**src/rtl/core/ptl_pkg.sv**
```systemverilog
// Package for the page table translate/load block.
// Field widths, response codes, page geometry and the stats types.
// No dependencies.
package ptl_pkg;

    localparam int VA_W        = 20;
    localparam int PAGE_IDX_W  = 4;
    localparam int FRAME_IDX_W = 3;
    localparam int PA_W        = 15;
    localparam int CNT_W       = 32;

    localparam int PAGE_BYTES  = 4096;
    localparam int PAGE_SHIFT  = $clog2(PAGE_BYTES);

    localparam int NUM_FRAMES_DEF = 8;
    localparam int NUM_PAGES_DEF  = 16;

    typedef logic [1:0] status_t;

    localparam status_t STATUS_HIT     = 2'd0;
    localparam status_t STATUS_FAULT   = 2'd1;
    localparam status_t STATUS_INVALID = 2'd2;
    localparam status_t STATUS_LOADED  = 2'd3;

    typedef struct packed {
        logic hit;
        logic fault;
    } stat_evt_t;

    typedef struct packed {
        logic [CNT_W-1:0] hits;
        logic [CNT_W-1:0] faults;
    } stat_cnt_t;

endpackage

```
**src/rtl/core/ptl_req_if.sv**
```systemverilog
// Request channel: valid/ready handshake carrying one translate or load transaction.
// Depends on ptl_pkg.
interface ptl_req_if
    import ptl_pkg::*;
();
    logic                   valid;
    logic                   ready;
    logic                   kind;
    logic [VA_W-1:0]        vaddr;
    logic [PAGE_IDX_W-1:0]  load_page_index;
    logic [FRAME_IDX_W-1:0] load_frame_index;

    modport source (
        output valid, kind, vaddr, load_page_index, load_frame_index,
        input  ready
    );

    modport sink (
        input  valid, kind, vaddr, load_page_index, load_frame_index,
        output ready
    );
endinterface

```
**src/rtl/core/ptl_rsp_if.sv**
```systemverilog
// Response channel: valid/ready handshake carrying one result transaction.
// Depends on ptl_pkg.
interface ptl_rsp_if
    import ptl_pkg::*;
();
    logic                  valid;
    logic                  ready;
    status_t               status;
    logic [PA_W-1:0]       physical_address;
    logic                  evicted_valid;
    logic [PAGE_IDX_W-1:0] evicted_page;
    logic [CNT_W-1:0]      hit_total;
    logic [CNT_W-1:0]      fault_total;

    modport source (
        output valid, status, physical_address, evicted_valid, evicted_page,
               hit_total, fault_total,
        input  ready
    );

    modport sink (
        input  valid, status, physical_address, evicted_valid, evicted_page,
               hit_total, fault_total,
        output ready
    );
endinterface

```
**src/rtl/core/ptl_stats.sv**
```systemverilog
// Saturating hit and fault counters for the page table block.
// Depends on ptl_pkg.
module ptl_stats
    import ptl_pkg::*;
(
    input  logic      clk,
    input  logic      rst_n,
    input  stat_evt_t evt,
    output stat_cnt_t cnt_next
);

    stat_cnt_t cnt_reg;

    always_comb
    begin
        cnt_next = cnt_reg;
        if (evt.hit && (cnt_reg.hits != '1))
        begin
            cnt_next.hits = cnt_reg.hits + 1'b1;
        end
        if (evt.fault && (cnt_reg.faults != '1))
        begin
            cnt_next.faults = cnt_reg.faults + 1'b1;
        end
    end

    always_ff @(posedge clk or negedge rst_n)
    begin
        if (!rst_n)
        begin
            cnt_reg <= '0;
        end
        else
        begin
            cnt_reg <= cnt_next;
        end
    end

    a_one_event: assert property (@(posedge clk) disable iff (!rst_n)
        !(evt.hit && evt.fault))
        else $error("hit and fault in the same cycle");

    a_hits_mono: assert property (@(posedge clk) disable iff (!rst_n)
        cnt_reg.hits >= $past(cnt_reg.hits))
        else $error("hit counter decreased");

    a_faults_mono: assert property (@(posedge clk) disable iff (!rst_n)
        cnt_reg.faults >= $past(cnt_reg.faults))
        else $error("fault counter decreased");

endmodule

```
**src/rtl/core/page_table_translate_load.sv**
```systemverilog
// Page table translate/load top level. Depends on ptl_pkg, ptl_req_if, ptl_rsp_if, ptl_stats.
// Sequence: a translate or invalid request goes S_IDLE -> S_LOOK, a load S_IDLE -> S_UNMAP
// -> S_MAP; the result is registered into the response register, and S_LOOK and S_MAP
// wait while that register holds an untaken response. A new request is accepted only in S_IDLE.
// Reset: counters cleared; a clearing pass over max(NUM_PAGES, NUM_FRAMES) entries then
// zeroes both memories, during which no request is accepted.
module page_table_translate_load
    import ptl_pkg::*;
#(
    parameter int NUM_FRAMES = NUM_FRAMES_DEF,
    parameter int NUM_PAGES  = NUM_PAGES_DEF
)(
    input  logic      clk,
    input  logic      rst_n,
    ptl_req_if.sink   req,
    ptl_rsp_if.source rsp
);

    localparam int FW        = (NUM_FRAMES > 1) ? $clog2(NUM_FRAMES) : 1;
    localparam int PIW       = (NUM_PAGES > 1) ? $clog2(NUM_PAGES) : 1;
    localparam int CLR_DEPTH = (NUM_PAGES > NUM_FRAMES) ? NUM_PAGES : NUM_FRAMES;
    localparam int CW        = (CLR_DEPTH > 1) ? $clog2(CLR_DEPTH) : 1;

    localparam logic [2:0] S_CLEAR = 3'd0;
    localparam logic [2:0] S_IDLE  = 3'd1;
    localparam logic [2:0] S_LOOK  = 3'd2;
    localparam logic [2:0] S_UNMAP = 3'd3;
    localparam logic [2:0] S_MAP   = 3'd4;

    typedef struct packed {
        logic          present;
        logic [FW-1:0] frame;
    } pte_t;

    typedef struct packed {
        logic           valid;
        logic [PIW-1:0] page;
    } fte_t;

    pte_t page_mem [NUM_PAGES];
    fte_t frame_mem [NUM_FRAMES];

    pte_t           page_rd_reg;
    fte_t           frame_rd_reg;
    logic           page_we;
    logic           page_re;
    logic [PIW-1:0] page_waddr;
    logic [PIW-1:0] page_raddr;
    pte_t           page_wdata;
    logic           frame_we;
    logic           frame_re;
    logic [FW-1:0]  frame_waddr;
    logic [FW-1:0]  frame_raddr;
    fte_t           frame_wdata;

    logic [2:0]    state_reg;
    logic [2:0]    state_next;
    logic [CW-1:0] clr_idx_reg;
    logic [CW-1:0] clr_idx_next;

    logic                  bad_reg;
    logic [PAGE_SHIFT-1:0] offset_reg;
    logic [PIW-1:0]        lpage_reg;
    logic [FW-1:0]         lframe_reg;

    logic                  out_valid_reg;
    status_t               status_reg;
    logic [PA_W-1:0]       phys_reg;
    logic                  ev_valid_reg;
    logic [PAGE_IDX_W-1:0] ev_page_reg;
    logic [CNT_W-1:0]      hit_total_reg;
    logic [CNT_W-1:0]      fault_total_reg;

    logic                  load_out;
    status_t               o_status;
    logic [PA_W-1:0]       o_phys;
    logic                  o_ev_valid;
    logic [PAGE_IDX_W-1:0] o_ev_page;

    stat_evt_t evt;
    stat_cnt_t cnt_next;

    logic                    accept;
    logic                    out_free;
    logic [VA_W-PAGE_SHIFT-1:0] vpn;
    logic [31:0]             vpn_ext;
    logic [31:0]             lpage_ext;
    logic [31:0]             lframe_ext;
    logic [31:0]             clr_ext;
    logic [31:0]             ev_ext;
    logic [31:0]             phys_ext;
    logic                    req_bad;

    assign accept     = req.valid && req.ready;
    assign out_free   = !out_valid_reg || rsp.ready;
    assign vpn        = req.vaddr[VA_W-1:PAGE_SHIFT];
    assign vpn_ext    = 32'(vpn);
    assign lpage_ext  = 32'(req.load_page_index);
    assign lframe_ext = 32'(req.load_frame_index);
    assign clr_ext    = 32'(clr_idx_reg);
    assign ev_ext     = 32'(frame_rd_reg.page);
    assign phys_ext   = (32'(page_rd_reg.frame) << PAGE_SHIFT) | 32'(offset_reg);

    assign req_bad = req.kind
        ? ((lpage_ext >= 32'(NUM_PAGES)) || (lframe_ext >= 32'(NUM_FRAMES)))
        : (vpn_ext >= 32'(NUM_PAGES));

    assign req.ready = (state_reg == S_IDLE);

    always_comb
    begin
        state_next   = state_reg;
        clr_idx_next = clr_idx_reg;
        page_we      = 1'b0;
        page_re      = 1'b0;
        page_waddr   = '0;
        page_raddr   = '0;
        page_wdata   = '0;
        frame_we     = 1'b0;
        frame_re     = 1'b0;
        frame_waddr  = '0;
        frame_raddr  = '0;
        frame_wdata  = '0;
        evt          = '0;
        load_out     = 1'b0;
        o_status     = STATUS_INVALID;
        o_phys       = '0;
        o_ev_valid   = 1'b0;
        o_ev_page    = '0;

        case (state_reg)
            S_CLEAR:
            begin
                page_we     = (clr_ext < 32'(NUM_PAGES));
                page_waddr  = clr_ext[PIW-1:0];
                frame_we    = (clr_ext < 32'(NUM_FRAMES));
                frame_waddr = clr_ext[FW-1:0];
                if (clr_ext == 32'(CLR_DEPTH - 1))
                begin
                    state_next = S_IDLE;
                end
                else
                begin
                    clr_idx_next = clr_idx_reg + 1'b1;
                end
            end
            S_IDLE:
            begin
                if (accept)
                begin
                    if (req_bad)
                    begin
                        state_next = S_LOOK;
                    end
                    else if (req.kind)
                    begin
                        frame_re    = 1'b1;
                        frame_raddr = lframe_ext[FW-1:0];
                        state_next  = S_UNMAP;
                    end
                    else
                    begin
                        page_re    = 1'b1;
                        page_raddr = vpn_ext[PIW-1:0];
                        state_next = S_LOOK;
                    end
                end
            end
            S_LOOK:
            begin
                if (out_free)
                begin
                    load_out   = 1'b1;
                    state_next = S_IDLE;
                    if (bad_reg)
                    begin
                        o_status = STATUS_INVALID;
                    end
                    else if (page_rd_reg.present)
                    begin
                        o_status = STATUS_HIT;
                        o_phys   = phys_ext[PA_W-1:0];
                        evt.hit  = 1'b1;
                    end
                    else
                    begin
                        o_status  = STATUS_FAULT;
                        evt.fault = 1'b1;
                    end
                end
            end
            S_UNMAP:
            begin
                // Retarget the frame, unmap whichever page it named.
                frame_we          = 1'b1;
                frame_waddr       = lframe_reg;
                frame_wdata.valid = 1'b1;
                frame_wdata.page  = lpage_reg;
                if (frame_rd_reg.valid)
                begin
                    page_we    = 1'b1;
                    page_waddr = frame_rd_reg.page;
                end
                state_next = S_MAP;
            end
            S_MAP:
            begin
                if (out_free)
                begin
                    page_we            = 1'b1;
                    page_waddr         = lpage_reg;
                    page_wdata.present = 1'b1;
                    page_wdata.frame   = lframe_reg;
                    load_out           = 1'b1;
                    state_next         = S_IDLE;
                    o_status           = STATUS_LOADED;
                    o_ev_valid         = frame_rd_reg.valid;
                    o_ev_page          = frame_rd_reg.valid ? ev_ext[PAGE_IDX_W-1:0] : '0;
                end
            end
            default:
            begin
                state_next   = S_CLEAR;
                clr_idx_next = '0;
            end
        endcase
    end

    always_ff @(posedge clk)
    begin
        if (page_we)
        begin
            page_mem[page_waddr] <= page_wdata;
        end
        if (page_re)
        begin
            page_rd_reg <= page_mem[page_raddr];
        end
        if (frame_we)
        begin
            frame_mem[frame_waddr] <= frame_wdata;
        end
        if (frame_re)
        begin
            frame_rd_reg <= frame_mem[frame_raddr];
        end
    end

    always_ff @(posedge clk or negedge rst_n)
    begin
        if (!rst_n)
        begin
            state_reg     <= S_CLEAR;
            clr_idx_reg   <= '0;
            out_valid_reg <= 1'b0;
        end
        else
        begin
            state_reg   <= state_next;
            clr_idx_reg <= clr_idx_next;
            if (load_out)
            begin
                out_valid_reg <= 1'b1;
            end
            else if (rsp.ready)
            begin
                out_valid_reg <= 1'b0;
            end
        end
    end

    always_ff @(posedge clk)
    begin
        if (accept)
        begin
            bad_reg    <= req_bad;
            offset_reg <= req.vaddr[PAGE_SHIFT-1:0];
            lpage_reg  <= lpage_ext[PIW-1:0];
            lframe_reg <= lframe_ext[FW-1:0];
        end
        if (load_out)
        begin
            status_reg      <= o_status;
            phys_reg        <= o_phys;
            ev_valid_reg    <= o_ev_valid;
            ev_page_reg     <= o_ev_page;
            hit_total_reg   <= cnt_next.hits;
            fault_total_reg <= cnt_next.faults;
        end
    end

    ptl_stats u_stats (
        .clk      (clk),
        .rst_n    (rst_n),
        .evt      (evt),
        .cnt_next (cnt_next)
    );

    assign rsp.valid            = out_valid_reg;
    assign rsp.status           = status_reg;
    assign rsp.physical_address = phys_reg;
    assign rsp.evicted_valid    = ev_valid_reg;
    assign rsp.evicted_page     = ev_page_reg;
    assign rsp.hit_total        = hit_total_reg;
    assign rsp.fault_total      = fault_total_reg;

    a_accept_leaves_idle: assert property (@(posedge clk) disable iff (!rst_n)
        (req.valid && req.ready) |=> (state_reg != S_IDLE))
        else $error("transaction accepted but sequencer stayed idle");

    a_no_rw_overlap: assert property (@(posedge clk) disable iff (!rst_n)
        (page_we || frame_we) |-> !(page_re || frame_re))
        else $error("memory read issued during a write");

    a_translate_no_evict: assert property (@(posedge clk) disable iff (!rst_n)
        (rsp.valid && (rsp.status != STATUS_LOADED))
            |-> (!rsp.evicted_valid && (rsp.evicted_page == '0)))
        else $error("eviction reported on a non-load transaction");

    a_phys_only_on_hit: assert property (@(posedge clk) disable iff (!rst_n)
        (rsp.valid && (rsp.status != STATUS_HIT)) |-> (rsp.physical_address == '0))
        else $error("physical address set without a hit");

endmodule
```
**src/flat_wrapper.sv**
```systemverilog
// flat-port wrapper written by rule: the top's interface ports become plain ports
module page_table_translate_load_flat import ptl_pkg::*;
#(
    parameter int NUM_FRAMES = NUM_FRAMES_DEF,
    parameter int NUM_PAGES  = NUM_PAGES_DEF
)
  (clk, rst_n, req_valid, req_kind, req_vaddr, req_load_page_index, req_load_frame_index, req_ready, rsp_valid, rsp_status, rsp_physical_address, rsp_evicted_valid, rsp_evicted_page, rsp_hit_total, rsp_fault_total, rsp_ready);
  ptl_req_if req_i ();
  ptl_rsp_if rsp_i ();
  input  logic clk;
  input  logic rst_n;
  input wire logic [$bits(req_i.valid)-1:0] req_valid;
  input wire logic [$bits(req_i.kind)-1:0] req_kind;
  input wire logic [$bits(req_i.vaddr)-1:0] req_vaddr;
  input wire logic [$bits(req_i.load_page_index)-1:0] req_load_page_index;
  input wire logic [$bits(req_i.load_frame_index)-1:0] req_load_frame_index;
  output wire logic [$bits(req_i.ready)-1:0] req_ready;
  output wire logic [$bits(rsp_i.valid)-1:0] rsp_valid;
  output wire logic [$bits(rsp_i.status)-1:0] rsp_status;
  output wire logic [$bits(rsp_i.physical_address)-1:0] rsp_physical_address;
  output wire logic [$bits(rsp_i.evicted_valid)-1:0] rsp_evicted_valid;
  output wire logic [$bits(rsp_i.evicted_page)-1:0] rsp_evicted_page;
  output wire logic [$bits(rsp_i.hit_total)-1:0] rsp_hit_total;
  output wire logic [$bits(rsp_i.fault_total)-1:0] rsp_fault_total;
  input wire logic [$bits(rsp_i.ready)-1:0] rsp_ready;
  assign req_i.valid = req_valid;
  assign req_i.kind = req_kind;
  assign req_i.vaddr = req_vaddr;
  assign req_i.load_page_index = req_load_page_index;
  assign req_i.load_frame_index = req_load_frame_index;
  assign req_ready = req_i.ready;
  assign rsp_valid = rsp_i.valid;
  assign rsp_status = rsp_i.status;
  assign rsp_physical_address = rsp_i.physical_address;
  assign rsp_evicted_valid = rsp_i.evicted_valid;
  assign rsp_evicted_page = rsp_i.evicted_page;
  assign rsp_hit_total = rsp_i.hit_total;
  assign rsp_fault_total = rsp_i.fault_total;
  assign rsp_i.ready = rsp_ready;
  page_table_translate_load #(.NUM_FRAMES(NUM_FRAMES), .NUM_PAGES(NUM_PAGES)) u_core (.clk(clk), .rst_n(rst_n), .req(req_i), .rsp(rsp_i));
endmodule
```
**config.mk**
```make
export PLATFORM = sky130hd
export DESIGN_NAME = page_table_translate_load_flat
export DESIGN_NICKNAME = d
export VERILOG_FILES = /design/src/rtl/core/ptl_pkg.sv /design/src/rtl/core/ptl_req_if.sv /design/src/rtl/core/ptl_rsp_if.sv /design/src/rtl/core/ptl_stats.sv /design/src/rtl/core/page_table_translate_load.sv /design/src/flat_wrapper.sv
export SDC_FILE = /design/constraint.sdc
export NUM_CORES = 1
export LEC_CHECK = 0
export BUFFER_PORTS_ARGS = -buffer_cell sky130_fd_sc_hd__buf_4
export CORE_AREA = 2 2 187 189
export CTS_CLUSTER_DIAMETER = 60
export CTS_CLUSTER_SIZE = 14
export DETAILED_ROUTE_END_ITERATION = 7
export DIE_AREA = 0 0 189 191
export GPL_ROUTABILITY_DRIVEN = 0
export HOLD_SLACK_MARGIN = 0.1
export SKIP_CTS_REPAIR_TIMING = 1
export SLEW_MARGIN = 40
export SYNTH_ARGS = -nofsm -noshare
export SYNTH_HDL_FRONTEND = slang
export SYNTH_HIERARCHICAL = 1
export SYNTH_SLANG_ARGS = --single-unit
```
**constraint.sdc**
```tcl
create_clock -name clk -period 14.7 [get_ports clk]
set_clock_uncertainty 0.1 [all_clocks]
set_input_delay 2.94 -clock clk [delete_from_list [all_inputs] [get_ports clk]]
set_output_delay 2.94 -clock clk [all_outputs]
set_load 0.05 [all_outputs]
```
==> results.toml <==
[synth]
synth-seq-area-share_pct = 71.2
ys_seq_elements = 291
syn_nets = 834
netlist_area_um2 = 11800
synth_edf_count = 219
syn_avg_cell_area_um2 = 14.7
yosys_warnings = 6
async_flop_share_pct = 24.7
ys.flop_type = "edfxtp_1"
yosysUniqueCellTypes = 74
syn_inst = 799

[layout]
layout-drive-gt1-share_pct = 22.6
syn2layout_area_growth_pct = 20.0
final_nets = 963
n_antenna_cell = 0
fill_cells = 3066

[detailed_routing]
first_pass_iters = 4
via_per_inst = 4.90
drt.antenna.violating_nets = 0
drt-initial-drc-count = 357
post-route-drc-count = 0
vias = 6878
wl_per_cell_um = 17.5
totalWireLength_um = 24600

[place]
io_buffers = 119
dp_hpwl_um = 16400
place_ws_ns = 9.07

[floorplan]
initial_core_util_pct = 34.5
core-area_um2 = 34100
num_io_pins = 120
die_w_um = 189
row_count = 68
fp.dieH_um = 191
dieArea_um2 = 36100

[grt]
use_met3_pct = 2.55
met1_usage_pct = 18.3
grt.total_usage_pct = 13.5
antenna_found_initial = 0
grt_pass1_wl_um = 38300
first_global_vias = 6799
grt_util_met2_pct = 22.4
overflow = 0
grt_max_degree = 82
busiest_layer = "met2"

[power_and_ir_drop]
max-vdd-ir-drop_mv = 0.104
power_leakage_nw = 5.33
powerDensity_nw_per_um2 = 168

[timing]
drv_slew = 0
relSlewSlack_pct = 46.2
fin_ws_ns = 9.76
finalCriticalPeriod_ns = 4.94
finalCritPeriodShare_pct = 33.6
setup_viol = 0
worstMarginPinSlew_ns = 0.807
fin_tns_setup_ns = 0
final_hold_viol_count = 0
rsz0062_at_grt = "false"
fmax_mhz = 202

[clock_tree]
cts_buffer_depth = 3
clock_latency_ns = 0.54
root_buffer = "clkbuf_16"
cts_buffers = 28
cts_sinks = 291
tritoncts = "built"
clk_pin_slew_ns = 0.07
htree_levels = 1

[setup_path]
crit_path_start_kind = "flip-flop"
required_ns = 11.66
end_kind = "output port"
critPathMaxFanout = 24
ff2ff_setup_slack_ns = 11.43
cp.arrival_ns = 1.90
crit_type = "reg -> out"

[outcome]
status = "completed"

[run]
cap_violations = 0

[hold_path]
hold_path_class = "reg -> reg"
-- cell usage after synthesis, drive strengths merged (2+ instances only) --
cell | number | area, µm²
a211oi | 4 | 30.0
dfrtp | 72 | 1800
nor4b | 2 | 17.5
nor2 | 70 | 265
nor4 | 10 | 75.1
and4 | 6 | 52.6
a211o | 2 | 17.5
o2bb2ai | 3 | 26.3
mux2i | 8 | 80.1
o311ai | 3 | 26.3
inv | 9 | 33.8
o221ai | 4 | 35.0
nor3b | 2 | 15.0
xnor2 | 24 | 210
a21oi | 25 | 129
nand4b | 3 | 26.3
mux2 | 7 | 78.8
nand2b | 9 | 56.3
xor2 | 34 | 298
a22o | 3 | 26.3
nand2 | 50 | 188
nor2b | 4 | 25.0
a221oi | 4 | 35.0
or3 | 3 | 18.8
and3 | 19 | 124
a21o | 3 | 22.5
edfxtp | 219 | 6580
or3b | 4 | 37.5
or2 | 7 | 46.3
nand3b | 2 | 15.0
o21ai | 15 | 75.1
a31oi | 3 | 18.8
ha | 3 | 37.5
o22ai | 2 | 18.8
nand3 | 30 | 150
mux4 | 14 | 315
buf | 17 | 110
nor3 | 21 | 115
and2 | 27 | 169
clkbuf | 9 | 33.8
nor4bb | 2 | 20.0
nand4 | 24 | 156
-- worst max-delay path, stage by stage, from the launching register on --
cell	delay, ns
dfrtp_1	0.79
nor3b_1	0.32
buf_4	0.26
-- cell usage in the layout, fill, tap and decap left out, types with 10 or more instances in the layout --
master and n:
a21oi_1 24, and2_1 27, and3_1 18, buf_4 122, clkbuf_1 10, clkbuf_16 29, dfrtp_1 71, edfxtp_1 219
mux4_2 14, nand2_1 50, nand3_1 30, nand4_1 23, nor2_1 68, nor3_1 17, o21ai_0 15, xnor2_1 24
xor2_1 34
-- path summary, 6_finish.rpt --
kind,startpoint,to,depth (start not counted)
min reg2reg,u_core/u_stats/cnt_reg[27],u_core/u_stats/cnt_reg[27],1
max reg2reg,u_core/state_reg[1],u_core/page_mem[7][1],5
min,u_core/u_stats/cnt_reg[27],u_core/u_stats/cnt_reg[27],1
min in group asynchronous,rst_n,u_core/u_stats/cnt_reg[58],1
max in group asynchronous,rst_n,u_core/state_reg[2],1
max,u_core/state_reg[0],req_ready,2
-- layout make-up --
class | instances | area, µm² | area share, %
tap | 455 | 569 | 4.03
timing repair buffer | 125 | 966 | 6.84
clock buffer | 41 | 791 | 5.60
inverter | 9 | 33.8 | 0.239
sequential | 291 | 8380 | 59.3
clock inverter | 10 | 123 | 0.868
multi-input combinational | 473 | 3260 | 23.1
-- power breakdown --
group | internal, mW | total (mW) | switching [mW]
sequential | 1.04 | 1.11 | 0.0677
combinational | 0.162 | 0.544 | 0.382
clock | 0.412 | 0.716 | 0.304
-- logic make-up (layout without fill, tap and decap cells) --
kind of cell    after synthesis  count (layout)  synth area share, %
xor+xnor                     58              58                 4.32
fa+ha+maj                     3               3                0.319
flops                       291             291                 71.2
compound gates               82              82                 4.78
buf+inv                      35             185                 1.51
mux                          29              29                 4.03
simple gates                301             301                 13.9
-- stage by stage --
stage,instance area [µm²],cells,hold slack (ns),util (%),power [mW]
finish,14100,1404,0.389,41.4,2.37
global route,14100,1404,0.423,41.4,2.48
floorplan,11800,799,0.347,-,1.50
detailed placement,13200,1352,0.380,38.6,1.67
CTS,14100,1403,0.392,41.2,2.40
global placement,13100,1351,0.382,38.5,1.66
-- metal layers --
metal,up-vias,share of wire [%]
met4,0,2.3
met2,162,48
met3,39,5.1
met5,-,0
li1,3268,-
met1,3409,45
(Power assumes the default switching activity.)
